==> config.mk <==
export PLATFORM = sky130hd
export DESIGN_NAME = clock_display_scanner_core
export DESIGN_NICKNAME = d
export VERILOG_FILES = /design/src/rtl/core/cds_pkg.sv /design/src/rtl/core/cds_digit_drive.sv /design/src/rtl/core/cds_out_buffer.sv /design/src/rtl/core/clock_display_scanner_core.sv
export SDC_FILE = /design/constraint.sdc
export NUM_CORES = 1
export LEC_CHECK = 0
export ABC_AREA = 1
export BUFFER_PORTS_ARGS = -buffer_cell sky130_fd_sc_hd__buf_2
export CAP_MARGIN = 20
export CORE_MARGIN = 4
export CORE_UTILIZATION = 46
export DETAILED_ROUTE_END_ITERATION = 16
export HOLD_SLACK_MARGIN = 0.1
export PLACE_DENSITY = 0.69
export SYNTH_ARGS = -nofsm -noshare
export SYNTH_HDL_FRONTEND = slang
export SYNTH_SLANG_ARGS = --single-unit
==> constraint.sdc <==
create_clock -name clk -period 6.88 [get_ports clk]
set_clock_uncertainty 0.2 [all_clocks]
set_input_delay 0.344 -clock clk [delete_from_list [all_inputs] [get_ports clk]]
set_output_delay 0.344 -clock clk [all_outputs]
set_load 0.02 [all_outputs]
==> src/rtl/core/cds_pkg.sv <==
`timescale 1ns / 1ps
// ----------------------------------------------------------------------------
// cds_pkg
// shared types, sizes and constant tables of the clock display scanner
// ----------------------------------------------------------------------------
package cds_pkg;

  // matrix, display and pattern sizes
  localparam int MATRIX_ROWS    = 8;
  localparam int DIGIT_COUNT    = 4;
  localparam int PATTERN_LENGTH = 9;

  localparam int ROW_W   = $clog2(MATRIX_ROWS);
  localparam int DIGIT_W = $clog2(DIGIT_COUNT);
  localparam int PIDX_W  = (PATTERN_LENGTH > 1) ? $clog2(PATTERN_LENGTH) : 1;

  // fixed field widths
  localparam int PERIOD_W    = 16;
  localparam int HOUR_W      = 5;
  localparam int MIN_W       = 6;
  localparam int SEC_W       = 6;
  localparam int SEG_W       = 7;
  localparam int COL_W       = 8;
  localparam int ROW_PIN_W   = 8;
  localparam int CFG_IDX_W   = 3;
  localparam int CFG_DATA_W  = 16;
  localparam int PAT_INDEX_W = 4;

  // reset values
  localparam logic [PERIOD_W-1:0] SECOND_PERIOD_RST = 16'd100;
  localparam logic [PERIOD_W-1:0] DIGIT_PERIOD_RST  = 16'd25;
  localparam logic [PERIOD_W-1:0] ROW_PERIOD_RST    = 16'd5;
  localparam logic [HOUR_W-1:0]   HOURS_RST         = 5'd15;
  localparam logic [MIN_W-1:0]    MINUTES_RST       = 6'd8;
  localparam logic [SEC_W-1:0]    SECONDS_RST       = 6'd50;
  localparam logic [PERIOD_W-1:0] COUNTDOWN_RST     = 16'd1;

  // carry limits of the clock fields, one bit wider to hold the increment
  localparam logic [SEC_W:0]  SEC_WRAP  = 7'd60;
  localparam logic [MIN_W:0]  MIN_WRAP  = 7'd60;
  localparam logic [HOUR_W:0] HOUR_WRAP = 6'd24;

  // configuration register indexes
  typedef enum logic [CFG_IDX_W-1:0] {
    REG_SECOND_PERIOD  = 3'd0,
    REG_DIGIT_PERIOD   = 3'd1,
    REG_ROW_PERIOD     = 3'd2,
    REG_PRESET_HOURS   = 3'd3,
    REG_PRESET_MINUTES = 3'd4,
    REG_PRESET_SECONDS = 3'd5
  } reg_index_t;

  // item commands
  typedef enum logic {
    CMD_TICK  = 1'b0,
    CMD_WRITE = 1'b1
  } cmd_t;

  // digit scan positions
  typedef enum logic [DIGIT_W-1:0] {
    DIG_HOUR_TENS = 2'd0,
    DIG_HOUR_ONES = 2'd1,
    DIG_MIN_TENS  = 2'd2,
    DIG_MIN_ONES  = 2'd3
  } digit_pos_t;

  // one result transfer
  typedef struct packed {
    logic [DIGIT_COUNT-1:0] digit_enables;
    logic [SEG_W-1:0]       segment_levels;
    logic                   red_led;
    logic                   dot_led;
    logic [ROW_PIN_W-1:0]   row_enables;
    logic [COL_W-1:0]       column_data;
    logic [HOUR_W-1:0]      clock_hours;
    logic [MIN_W-1:0]       clock_minutes;
    logic [SEC_W-1:0]       clock_seconds;
  } res_t;

  // active-low segment pattern, bit 0 = a .. bit 6 = g
  function automatic logic [SEG_W-1:0] seg_code(input logic [3:0] value);
    logic [SEG_W-1:0] code;
    unique case (value)
      4'd0:    code = 7'h40;
      4'd1:    code = 7'h79;
      4'd2:    code = 7'h24;
      4'd3:    code = 7'h30;
      4'd4:    code = 7'h19;
      4'd5:    code = 7'h12;
      4'd6:    code = 7'h02;
      4'd7:    code = 7'h78;
      4'd8:    code = 7'h00;
      4'd9:    code = 7'h10;
      default: code = 7'h7F;
    endcase
    return code;
  endfunction

  // startup picture for frame rows and pattern words, blank past the eighth
  function automatic logic [COL_W-1:0] init_word(input int idx);
    logic [COL_W-1:0] word;
    unique case (idx)
      0:       word = 8'hFF;
      1:       word = 8'h07;
      2:       word = 8'h03;
      3:       word = 8'h99;
      4:       word = 8'h99;
      5:       word = 8'h03;
      6:       word = 8'h07;
      default: word = 8'hFF;
    endcase
    return word;
  endfunction

endpackage

==> src/rtl/core/cds_digit_drive.sv <==
`timescale 1ns / 1ps
// ----------------------------------------------------------------------------
// cds_digit_drive
// picks the hh:mm digit for the current scan position and encodes it
// ----------------------------------------------------------------------------
module cds_digit_drive
  import cds_pkg::*;
(
  input  logic [HOUR_W-1:0]      hours,
  input  logic [MIN_W-1:0]       minutes,
  input  logic [DIGIT_W-1:0]     scan_digit,
  output logic [DIGIT_COUNT-1:0] digit_enables,
  output logic [SEG_W-1:0]       segment_levels
);

  // tens of a value below 64, compare chain
  function automatic logic [3:0] tens_of(input logic [MIN_W-1:0] v);
    logic [3:0] t;
    priority if (v >= 6'd60) t = 4'd6;
    else if (v >= 6'd50)     t = 4'd5;
    else if (v >= 6'd40)     t = 4'd4;
    else if (v >= 6'd30)     t = 4'd3;
    else if (v >= 6'd20)     t = 4'd2;
    else if (v >= 6'd10)     t = 4'd1;
    else                     t = 4'd0;
    return t;
  endfunction

  logic [MIN_W-1:0] hours_wide;
  logic [3:0]       hour_tens;
  logic [3:0]       min_tens;
  logic [MIN_W-1:0] hour_ones;
  logic [MIN_W-1:0] min_ones;
  logic [3:0]       shown;

  assign hours_wide = MIN_W'(hours);
  assign hour_tens  = tens_of(hours_wide);
  assign min_tens   = tens_of(minutes);
  assign hour_ones  = hours_wide - MIN_W'(hour_tens) * 6'd10;
  assign min_ones   = minutes - MIN_W'(min_tens) * 6'd10;

  always_comb begin
    unique case (digit_pos_t'(scan_digit))
      DIG_HOUR_TENS: shown = hour_tens;
      DIG_HOUR_ONES: shown = hour_ones[3:0];
      DIG_MIN_TENS:  shown = min_tens;
      DIG_MIN_ONES:  shown = min_ones[3:0];
      default:       shown = 4'd0;
    endcase
  end

  assign digit_enables  = ~(DIGIT_COUNT'(1) << scan_digit);
  assign segment_levels = seg_code(shown);

endmodule

==> src/rtl/core/cds_out_buffer.sv <==
`timescale 1ns / 1ps
// ----------------------------------------------------------------------------
// cds_out_buffer
// two-entry result buffer: output register plus skid register
// ----------------------------------------------------------------------------
module cds_out_buffer
  import cds_pkg::*;
(
  input  logic clk,
  input  logic rst,
  input  logic push,
  input  res_t push_data,
  output logic full,
  output logic out_valid,
  input  logic out_stall,
  output res_t out_data
);

  logic skid_valid;
  res_t skid_data;
  logic pop;

  assign pop  = out_valid && !out_stall;
  assign full = skid_valid;

  always_ff @(posedge clk) begin
    if (rst) begin
      out_valid  <= 1'b0;
      skid_valid <= 1'b0;
    end else if (!out_valid || pop) begin
      // output register frees up: oldest entry moves in first
      if (skid_valid) begin
        out_valid  <= 1'b1;
        skid_valid <= 1'b0;
      end else begin
        out_valid <= push;
      end
    end else if (push) begin
      skid_valid <= 1'b1;
    end
  end

  always_ff @(posedge clk) begin
    if (!out_valid || pop) begin
      out_data <= skid_valid ? skid_data : push_data;
    end
    if (out_valid && !pop && push) begin
      skid_data <= push_data;
    end
  end

endmodule

==> src/rtl/core/clock_display_scanner_core.sv <==
`timescale 1ns / 1ps
// ----------------------------------------------------------------------------
// clock_display_scanner_core
// 24-hour clock on four scanned seven-segment digits plus a scrolling matrix
// ----------------------------------------------------------------------------
// Each accepted item is either a timer tick (cmd 0) or a pattern word write
// (cmd 1), and each gives exactly one result transfer carrying the pin levels
// and the clock after that item. The whole update is done in the cycle of
// acceptance and the result is registered in the output buffer; a new item is
// taken every cycle while in_stall is low. Results pass through a
// two-entry buffer (output register and skid register), so in_stall goes high
// only when both entries hold untaken results. On a tick three dividers run:
// the digit divider steps the digit scan (showing the time from before this
// tick's increment) and toggles the red and dot LEDs, the second divider
// advances hh:mm:ss, and the row divider steps the matrix row scan, shifting
// the frame up and appending the next pattern word each time the scan wraps.
// Configuration writes are always ready; a new period is picked up at the
// next reload of its divider, and writing a preset also loads that clock
// field at once. A period of zero stops its divider.
// ----------------------------------------------------------------------------
module clock_display_scanner_core
  import cds_pkg::*;
(
  input  logic                   clk,
  input  logic                   rst,
  // item channel
  input  logic                   in_valid,
  output logic                   in_stall,
  input  logic                   cmd,
  input  logic [PAT_INDEX_W-1:0] pattern_index,
  input  logic [COL_W-1:0]       pattern_data,
  // result channel
  output logic                   out_valid,
  input  logic                   out_stall,
  output logic [DIGIT_COUNT-1:0] digit_enables,
  output logic [SEG_W-1:0]       segment_levels,
  output logic                   red_led,
  output logic                   dot_led,
  output logic [ROW_PIN_W-1:0]   row_enables,
  output logic [COL_W-1:0]       column_data,
  output logic [HOUR_W-1:0]      clock_hours,
  output logic [MIN_W-1:0]       clock_minutes,
  output logic [SEC_W-1:0]       clock_seconds,
  // configuration channel
  input  logic                   cfg_valid,
  output logic                   cfg_ready,
  input  logic [CFG_IDX_W-1:0]   cfg_index,
  input  logic [CFG_DATA_W-1:0]  cfg_data
);

  // countdown step: fires at one and reloads the period there, counts down above one, holds at zero
  function automatic logic [PERIOD_W-1:0] count_next(
    input logic [PERIOD_W-1:0] cd,
    input logic [PERIOD_W-1:0] period
  );
    logic [PERIOD_W-1:0] nxt;
    if (cd == PERIOD_W'(1))      nxt = period;
    else if (cd != '0)           nxt = cd - PERIOD_W'(1);
    else                         nxt = cd;
    return nxt;
  endfunction

  // divider periods
  logic [PERIOD_W-1:0] second_period, second_period_next;
  logic [PERIOD_W-1:0] digit_period, digit_period_next;
  logic [PERIOD_W-1:0] row_period, row_period_next;

  // clock
  logic [HOUR_W-1:0] hours, hours_next;
  logic [MIN_W-1:0]  minutes, minutes_next;
  logic [SEC_W-1:0]  seconds, seconds_next;

  // dividers and scan positions
  logic [PERIOD_W-1:0] second_countdown, second_countdown_next;
  logic [PERIOD_W-1:0] digit_countdown, digit_countdown_next;
  logic [PERIOD_W-1:0] row_countdown, row_countdown_next;
  logic [DIGIT_W-1:0]  scan_digit, scan_digit_next;
  logic [ROW_W-1:0]    scan_row, scan_row_next;
  logic [PIDX_W-1:0]   pattern_position, pattern_position_next;

  // matrix picture and pattern words
  logic [COL_W-1:0] frame_rows [MATRIX_ROWS];
  logic [COL_W-1:0] frame_next [MATRIX_ROWS];
  logic [COL_W-1:0] pattern_table [PATTERN_LENGTH];

  // latched pin levels
  logic [DIGIT_COUNT-1:0] digit_pins, digit_pins_next;
  logic [SEG_W-1:0]       seg_pins, seg_pins_next;
  logic                   red_pin, red_pin_next;
  logic                   dot_pin, dot_pin_next;
  logic [ROW_PIN_W-1:0]   row_pins, row_pins_next;
  logic [COL_W-1:0]       col_pins, col_pins_next;

  // item decode
  logic push;
  logic tick;
  logic pat_write;
  logic cfg_write;
  logic digit_fire;
  logic second_fire;
  logic row_fire;
  logic row_wrap;

  // digit drive for the current scan position
  logic [DIGIT_COUNT-1:0] step_enables;
  logic [SEG_W-1:0]       step_segments;

  // clock increment with carries
  logic [SEC_W:0]  sec_inc;
  logic [MIN_W:0]  min_inc;
  logic [HOUR_W:0] hour_inc;
  logic [HOUR_W-1:0] hours_step;
  logic [MIN_W-1:0]  minutes_step;
  logic [SEC_W-1:0]  seconds_step;

  res_t push_data;
  res_t out_data;

  assign push      = in_valid && !in_stall;
  assign tick      = push && (cmd_t'(cmd) == CMD_TICK);
  assign pat_write = push && (cmd_t'(cmd) == CMD_WRITE);
  assign cfg_ready = 1'b1;
  assign cfg_write = cfg_valid && cfg_ready;

  assign digit_fire  = tick && (digit_countdown == PERIOD_W'(1));
  assign second_fire = tick && (second_countdown == PERIOD_W'(1));
  assign row_fire    = tick && (row_countdown == PERIOD_W'(1));

  cds_digit_drive u_digit (
    .hours          (hours),
    .minutes        (minutes),
    .scan_digit     (scan_digit),
    .digit_enables  (step_enables),
    .segment_levels (step_segments)
  );

  // seconds carry into minutes, minutes into hours; out-of-range fields carry too
  always_comb begin
    sec_inc = {1'b0, seconds} + 7'd1;
    if (sec_inc >= SEC_WRAP) begin
      seconds_step = '0;
      min_inc      = {1'b0, minutes} + 7'd1;
    end else begin
      seconds_step = sec_inc[SEC_W-1:0];
      min_inc      = {1'b0, minutes};
    end
    if (min_inc >= MIN_WRAP) begin
      minutes_step = '0;
      hour_inc     = {1'b0, hours} + 6'd1;
    end else begin
      minutes_step = min_inc[MIN_W-1:0];
      hour_inc     = {1'b0, hours};
    end
    if (hour_inc >= HOUR_WRAP) begin
      hours_step = '0;
    end else begin
      hours_step = hour_inc[HOUR_W-1:0];
    end
  end

  // row scan: wrap past the last row shifts the frame and appends a word
  always_comb begin
    row_wrap              = 1'b0;
    scan_row_next         = scan_row;
    pattern_position_next = pattern_position;
    frame_next            = frame_rows;
    if (row_fire) begin
      if (int'(scan_row) + 1 >= MATRIX_ROWS) begin
        row_wrap      = 1'b1;
        scan_row_next = '0;
      end else begin
        scan_row_next = scan_row + ROW_W'(1);
      end
    end
    if (row_wrap) begin
      if (int'(pattern_position) + 1 >= PATTERN_LENGTH) begin
        pattern_position_next = '0;
      end else begin
        pattern_position_next = pattern_position + PIDX_W'(1);
      end
      for (int i = 0; i < MATRIX_ROWS - 1; i++) begin
        frame_next[i] = frame_rows[i + 1];
      end
      frame_next[MATRIX_ROWS-1] = pattern_table[pattern_position_next];
    end
  end

  // next values of the registers; the user must see that config only arrives while idle, the block does not enforce it
  always_comb begin
    second_period_next = second_period;
    digit_period_next  = digit_period;
    row_period_next    = row_period;
    hours_next         = second_fire ? hours_step : hours;
    minutes_next       = second_fire ? minutes_step : minutes;
    seconds_next       = second_fire ? seconds_step : seconds;

    if (cfg_write) begin
      unique case (reg_index_t'(cfg_index))
        REG_SECOND_PERIOD:  second_period_next = cfg_data;
        REG_DIGIT_PERIOD:   digit_period_next  = cfg_data;
        REG_ROW_PERIOD:     row_period_next    = cfg_data;
        REG_PRESET_HOURS:   hours_next         = cfg_data[HOUR_W-1:0];
        REG_PRESET_MINUTES: minutes_next       = cfg_data[MIN_W-1:0];
        REG_PRESET_SECONDS: seconds_next       = cfg_data[SEC_W-1:0];
        default: ;
      endcase
    end

    second_countdown_next = tick ? count_next(second_countdown, second_period)
                                 : second_countdown;
    digit_countdown_next  = tick ? count_next(digit_countdown, digit_period)
                                 : digit_countdown;
    row_countdown_next    = tick ? count_next(row_countdown, row_period)
                                 : row_countdown;

    scan_digit_next = digit_fire ? scan_digit + DIGIT_W'(1) : scan_digit;
    digit_pins_next = digit_fire ? step_enables : digit_pins;
    seg_pins_next   = digit_fire ? step_segments : seg_pins;
    red_pin_next    = digit_fire ? !red_pin : red_pin;
    dot_pin_next    = digit_fire ? !dot_pin : dot_pin;

    // rows past the eighth shift out of the pin byte and read all high
    row_pins_next = row_fire ? ~(ROW_PIN_W'(1) << scan_row_next) : row_pins;
    col_pins_next = row_fire ? frame_next[scan_row_next] : col_pins;
  end

  always_ff @(posedge clk) begin
    if (rst) begin
      second_period    <= SECOND_PERIOD_RST;
      digit_period     <= DIGIT_PERIOD_RST;
      row_period       <= ROW_PERIOD_RST;
      hours            <= HOURS_RST;
      minutes          <= MINUTES_RST;
      seconds          <= SECONDS_RST;
      second_countdown <= COUNTDOWN_RST;
      digit_countdown  <= COUNTDOWN_RST;
      row_countdown    <= COUNTDOWN_RST;
      scan_digit       <= '0;
      scan_row         <= '0;
      pattern_position <= '0;
      digit_pins       <= '0;
      seg_pins         <= '0;
      red_pin          <= 1'b0;
      dot_pin          <= 1'b0;
      row_pins         <= '0;
      col_pins         <= '0;
      for (int i = 0; i < MATRIX_ROWS; i++) begin
        frame_rows[i] <= init_word(i);
      end
      for (int i = 0; i < PATTERN_LENGTH; i++) begin
        pattern_table[i] <= init_word(i);
      end
    end else begin
      second_period    <= second_period_next;
      digit_period     <= digit_period_next;
      row_period       <= row_period_next;
      hours            <= hours_next;
      minutes          <= minutes_next;
      seconds          <= seconds_next;
      second_countdown <= second_countdown_next;
      digit_countdown  <= digit_countdown_next;
      row_countdown    <= row_countdown_next;
      scan_digit       <= scan_digit_next;
      scan_row         <= scan_row_next;
      pattern_position <= pattern_position_next;
      digit_pins       <= digit_pins_next;
      seg_pins         <= seg_pins_next;
      red_pin          <= red_pin_next;
      dot_pin          <= dot_pin_next;
      row_pins         <= row_pins_next;
      col_pins         <= col_pins_next;
      frame_rows       <= frame_next;
      // pattern writes beyond the table are dropped
      if (pat_write && (int'(pattern_index) < PATTERN_LENGTH)) begin
        pattern_table[pattern_index[PIDX_W-1:0]] <= pattern_data;
      end
    end
  end

  // result of this item: pins and clock after the update
  always_comb begin
    push_data.digit_enables  = digit_pins_next;
    push_data.segment_levels = seg_pins_next;
    push_data.red_led        = red_pin_next;
    push_data.dot_led        = dot_pin_next;
    push_data.row_enables    = row_pins_next;
    push_data.column_data    = col_pins_next;
    push_data.clock_hours    = hours_next;
    push_data.clock_minutes  = minutes_next;
    push_data.clock_seconds  = seconds_next;
  end

  cds_out_buffer u_out (
    .clk       (clk),
    .rst       (rst),
    .push      (push),
    .push_data (push_data),
    .full      (in_stall),
    .out_valid (out_valid),
    .out_stall (out_stall),
    .out_data  (out_data)
  );

  assign digit_enables  = out_data.digit_enables;
  assign segment_levels = out_data.segment_levels;
  assign red_led        = out_data.red_led;
  assign dot_led        = out_data.dot_led;
  assign row_enables    = out_data.row_enables;
  assign column_data    = out_data.column_data;
  assign clock_hours    = out_data.clock_hours;
  assign clock_minutes  = out_data.clock_minutes;
  assign clock_seconds  = out_data.clock_seconds;

`ifndef SYNTHESIS
  // skid entry only fills behind a held output register
  assert property (@(posedge clk) disable iff (rst) in_stall |-> out_valid)
    else $error("skid entry full while output register empty");

  // an accepted item into an empty buffer shows up next cycle
  assert property (@(posedge clk) disable iff (rst)
    (push && !out_valid) |=> out_valid)
    else $error("result lost after transfer into empty buffer");

  // an accepted item behind a stalled result fills the skid entry
  assert property (@(posedge clk) disable iff (rst)
    (push && out_valid && out_stall) |=> in_stall)
    else $error("result behind stalled output not held in skid entry");

  // dividers only move on ticks
  assert property (@(posedge clk) disable iff (rst)
    !tick |=> $stable(digit_countdown) && $stable(row_countdown))
    else $error("divider moved without a tick");
`endif

endmodule
# After elaboration in Yosys (flattened, before gate mapping)
# Memory sizes are Yosys's and may differ from the RTL's.
# Cells that the tools add are included.
# Widths: inputs -> output; s select.
# word_totals
reg_bits	309
latch_bits	0
ram_bits	72
rom_bits	112
memories	2
# classes
add_sub_neg	13
n_mul	2
div	0
order_cmp	19
eq_ne	11
n_shift	2
mux	63
bitwise_logic	4
n_reduce_logical	33
# memory_table
memory	words	width	rd	rd_clocked_by_memory_dff	write_ports	line_no	rtl
(no name shown)	16	7	1	0	0	cds_pkg.sv:83	unique case (value)
pattern_table	9	8	1	0	9	clock_display_scanner_core.sv:84	logic [COL_W-1:0] pattern_table [PATTERN_LENGTH];
# ops
cell	n
$mux 16	6
$mux 8	9
$mux 64	1
$mux 4	14
$mux 6	9
$eq 16x1->1 const B	3
$reduce_bool 16->1	3
$sub 16x1->16 const B	3
$mux 46	1
$bmux 8 s3	1
$mux 5	4
$ge 5x6->1 const B	3
$ge 6x5->1 const B	3
$ge 6x6->1 const B	3
$pmux 4 s4	1
$add 6x1->7 const B	2
$ge 7x6->1 const B	2
$mux 7	2
$mux 1	13
$reduce_and 2->1	6
$ge 5x4->1 const B	2
$ge 5x5->1 const B	2
$logic_and 1x1->1	10
$ge 4x4->1 const B	2
29 further kinds	42

# Depth between registers and ports, before layout
# An unclocked memory read counts as a cell.
# depth
depth_word	13
mapped_depth	23

# Cells and area by module
# From an unflattened synthesis, not the netlist that was laid out.
# hier_totals
hier_cells	2450
hier_area_um2	20134.3
# by_module_without_submodules
module	instances	cells_each	area_each_um2
clock_display_scanner_core	1	2084	16011.6
cds_out_buffer	1	251	3500.9
cds_digit_drive	1	115	621.8

# Worst setup path after synthesis
# No wires, ideal clock.
# synth_path
kind	register to register
start	reg u_out.out_valid
end	reg u_out.skid_data[0] in the netlist's numbering, enable pin
setup_ns	0.450
t_arrival_ns	3.616
setup_slack_ns	2.614
path_stages_with_launch	3
synth_period_minus_slack_ns	4.266
cell_sequence	dfxtp_1 nand2_1 nor2_1
# synth_via
elab_chain_cells	4
# synth_rtl
element	line_no	rtl
from (decl)	cds_out_buffer.sv:14	output logic out_valid,
from (signal assigned)	cds_out_buffer.sv:36	out_valid <= push;
$logic_and 1x1->1	cds_out_buffer.sv:23	assign pop = out_valid && !out_stall;
$logic_not 1->1	cds_out_buffer.sv:47	if (out_valid && !pop && push) begin
$logic_and 1x1->1 * (2 in a row)	cds_out_buffer.sv:47	
to (signal assigned)	cds_out_buffer.sv:48	skid_data <= push_data;
to (decl)	cds_out_buffer.sv:20	res_t skid_data;
# Every way passes the cells marked *; elsewhere a longest branch is shown, timed or not.
# A chain may end at the register's enable or synchronous reset.

# Worst setup path after layout
# layout_path
start	reg pattern_position[0]
end	reg u_out.out_data[21] (netlist name)
# layout_via
elab_chain_cells	11
word_cells_on_any_way	12
cone_classes	add/sub (2); order compare (1); mux (8); memory (1)
# layout_rtl
element	line_no	rtl
from (decl)	clock_display_scanner_core.sv:79	logic [PIDX_W-1:0] pattern_position, pattern_position_next;
from (signal assigned)	clock_display_scanner_core.sv:265	pattern_position <= pattern_position_next;
$add 4x1->5	clock_display_scanner_core.sv:176	if (int'(pattern_position) + 1 >= PATTERN_LENGTH) begin
$ge 5x4->1	clock_display_scanner_core.sv:176	
$mux 4 *	clock_display_scanner_core.sv:176	
$mux 4 *	clock_display_scanner_core.sv:175	if (row_wrap) begin
$mem_v2 9x8 *	n/a	
$mux 64 *	clock_display_scanner_core.sv:175	
$bmux 8 s3 *	clock_display_scanner_core.sv:224	col_pins_next = row_fire ? frame_next[scan_row_next] : col_pins;
$mux 8 (not written as such) * (2 in a row)	clock_display_scanner_core.sv:224	
$mux 8 *	clock_display_scanner_core.sv:224	
via col_pins_next[4]	clock_display_scanner_core.sv:92	logic [COL_W-1:0] col_pins, col_pins_next;
$mux 46 *	cds_out_buffer.sv:45	out_data <= skid_valid ? skid_data : push_data;
# Mark *: on every way through the listed nets, which the timed path passes. The rest lies on a longest branch. The select of a mux whose other input is x is not followed.

==> results.tsv <==
stage	metric	value	unit
clock_tree	clock latency on the worst-skew pair	0.58	ns
worst_setup_path	CP Class	reg2reg	
clock_tree	CTS tree	done	
pwr	Pwr Total	5.98	mW
finish	Final Cell Area	0.0230	mm2
clock_tree	number of buffers created by CTS	46	
synthesis	Synth Register Bits	437	
global_route	initial antenna violation count	0	
clock_tree	Root Buffer	clkbuf_16	
die	Initial Util	46.6	%
worst_setup_path	Crit-path slowest cell	inv_1	
die	IO Count	86	
synthesis	Netlist cell types	58	
synthesis	Post-Syn Area	0.0201	mm2
worst_setup_path	CP Cell Sequence	inv_1, ha_1, inv_1, nand3b_1, o21ai_1, nand2_1, inv_1, nand3_1, nand2_1, nand2_1, nand3_1, nand2_1, nand2_1, nand2_1, nand2_1, nand2_1, nand2_1	
worst_setup_path	Setup crit start	pattern_position[0]	
sta	Worst-Margin Slew	0.976	ns
worst_setup_path	Worst Setup EP	u_out.out_data[21]	
die	Die Ht	217	um
clock_tree	Max H-tree Level	2	
finish	Fillers	3955	
route	drt initial violations	1427	
finish	Register Area	0.0110	mm2
outcome	status	finished, final reports clean	
synthesis	Synth Flop Type	edfxtp_1	
global_route	Overall Global Routing Usage	20.3	%
sta	Fin Setup TNS	0	ns
clock_tree	Resized cells post-CTS	0	
worst_setup_path	Arrival @ worst endpoint	4.13	ns
sta	final hold vios	0	
worst_setup_path	R2R Setup Slk	3.00	ns
sta	Final min period	3.88	ns
die	Die X	217	um
worst_setup_path	Critical Path Most Common Cell	nand2_1	
finish	fin nets	2641	
finish	share of layout cells above drive strength 1	8.27	%
route	Vias	16533	
worst_setup_path	WP data required	7.13	ns
worst_setup_path	largest stage delay on the critical path	0.71	ns
synthesis	Seq/Total Area, Yosys	54.5	%
sta	Max Slew Vio Count	0	
sta	Final Cycle Share	56.4	%
finish	most frequent cells in the layout	nand2_1, nor2_1, edfxtp_1	
sta	Final setup violation count	0	
placed_design	I/O Buffers	84	
worst_hold_path	Hold Crit Class	in2reg	
finish	Multi-input gate area	0.00810	mm2
synthesis	yosys warns	0	
placed_design	DP Wirelength	31600	um
synthesis	Synth Instances	2439	
worst_setup_path	crit-path max FO	18	
finish	final core occ	53.3	%
sta	slew margin rel.	34.9	%
worst_setup_path	path depth of the worst reg2reg path	17	
placed_design	Post-DP Area	0.0212	mm2
die	total core area	0.0432	mm2
route	Routed Antenna Nets	0	
pwr	Peak VDD IR	0.000236	V
synthesis	Synth async-reset ratio	0	%
finish	P&R area growth vs syn	14.4	%
synthesis	syn_area_per_cell	8.24	um2
clock_tree	post-CTS setup buffer count	0	
sta	unrepaired setup endpoints after global routing	false	
route	Post-Route WL	48400	um
route	vias per inst	5.17	
run	maxcap violations	0	
pwr	Leak	9.64	nW
finish	most common cell after layout, fill and taps aside	nand2_1	
die	die area	0.0471	mm2
clock_tree	CTS clock-pin slew for the worst setup and hold paths	0.06	ns
global_route	largest net degree at the start of global routing	84	
sta	final setup margin	3.00	ns
clock_tree	Sink Count	437	
route	wire per inst	15.1	um
pwr	PwrDens	260	mW/mm2
placed_design	Setup WS pre-CTS	3.01	ns
worst_setup_path	Setup crit start kind	flop	
route	1st-pass router iterations	6	
global_route	vias in the first global route	15869	
global_route	first-pass GRT wire length	78700	um
worst_setup_path	origin of the critical flop-to-flop path	pattern_position[0]	
sta	achievable clock frequency	0.258	GHz
clock_tree	CTS Buffer Depth	3	
global_route	grt ovf	0	
worst_setup_path	RR Endpoint	u_out.out_data[21]	
route	Remaining DRCs	0	
finish	ANT cells	0	
placed_design	Final GP Congestion	0.900	
synthesis	number of synthesized flops with an enable pin	220	
die	# rows	76	
worst_setup_path	Critical Path Sink Type	flop	
final cells by class:
cell class / instances / area share, %
Inverter: 231 / 3.78
Tap cell: 585 / 3.18
Clock buffer: 66 / 5.73
Clock inverter: 19 / 0.528
Sequential cell: 437 / 47.6
Multi-Input combinational cell: 1725 / 35.2
Timing Repair Buffer: 135 / 3.94
registers in the layout (all words and copies together) (netlist names), 2 cells and up:
register,count
pattern_table,128
frame_rows,64
u_out.out_data,46
u_out.skid_data,46
digit_countdown,16
digit_period,16
row_countdown,16
row_period,16
second_countdown,16
second_period,16
col_pins,8
row_pins,8
seg_pins,7
minutes,6
seconds,6
hours,5
digit_pins,4
pattern_position,4
scan_row,3
scan_digit,2
critical path: cells and delay by family (launching register included):
family / cells / cell delay [ns]
AOI/OAI and AO/OA: 1 / 0.28
and+or+nand+nor: 12 / 1.62
buffers and inverters: 3 / 0.87
DFF: 1 / 0.46
adders and majority gates: 1 / 0.32
timing repair:
item,4_1_cts,5_1_grt
endpoints found under the setup margin,0,0
hold buffers,35,0
endpoints found under the hold margin,163,0
where the power goes:
part / internal (mW) / switching (mW)
logic: 0.206 / 0.456
clock network: 1.37 / 1.01
registers: 2.88 / 0.0635
logic make-up (layout without fill, tap and decap cells):
| group | Yosys count | in the layout | synth area share (%) |
|---|---|---|---|
| buffers and inverters | 332 | 451 | 6.38 |
| flip-flops | 437 | 437 | 54.5 |
| other | 2 | 57 | 0.0373 |
| adder cells (fa/ha/maj) | 28 | 28 | 1.82 |
| AND/OR/NAND/NOR | 1250 | 1250 | 25.7 |
| multiplexers | 3 | 3 | 0.162 |
| AO/OA/AOI/OAI | 355 | 355 | 9.91 |
| XOR/XNOR | 32 | 32 | 1.49 |
synth_stat cells (15+ instances only):
library cell | number | area share [%]
a21oi_1 | 86 | 2.1
inv_1 | 213 | 4.0
dfxtp_1 | 217 | 22
nand3_1 | 212 | 5.3
nor3_1 | 15 | 0.37
nand2_1 | 693 | 13
nor2_1 | 269 | 5.0
nand4_1 | 17 | 0.53
edfxtp_1 | 220 | 33
xor2_1 | 19 | 0.83
a31oi_1 | 17 | 0.53
or2_2 | 18 | 0.56
o21ai_0 | 178 | 4.4
clkbuf_1 | 82 | 1.5
o211ai_1 | 16 | 0.60
a211oi_1 | 16 | 0.60
ha_1 | 26 | 1.6
worst min-delay path by stage:
stage	start	endpoint	slack, ns	cells after the start
2_1_floorplan	frame_rows[59]	frame_rows[59]	0.22	2
3_3_place_gp	frame_rows[61]	frame_rows[61]	0.24	2
3_5_place_dp	frame_rows[61]	frame_rows[61]	0.24	2
4_1_cts	cfg_index[1]	hours[0]	0.11	5
5_1_grt	cfg_index[1]	hours[0]	0.16	5
6_report	cfg_index[1]	hours[0]	0.14	5
through the flow:
step	std cells	hold WS, ns
floorplan	2494	0.224
global placement	3074	0.237
detailed placement	3076	0.238
CTS	3196	0.107
global route	3198	0.160
finish	3198	0.145
per-layer routing:
metal / share of wire [%] / GRT usage, % / vias up / routed length (um)
met4: 2.6 / 6.87 / 0 / 1260
met5: 0 / 0 / - / 0
met3: 6.2 / 3.78 / 90 / 3020
met1: 44 / 26.5 / 7694 / 21400
met2: 47 / 34.1 / 480 / 22700
li1: - / - / 8269 / -
Power figures use the tool's default switching activity.
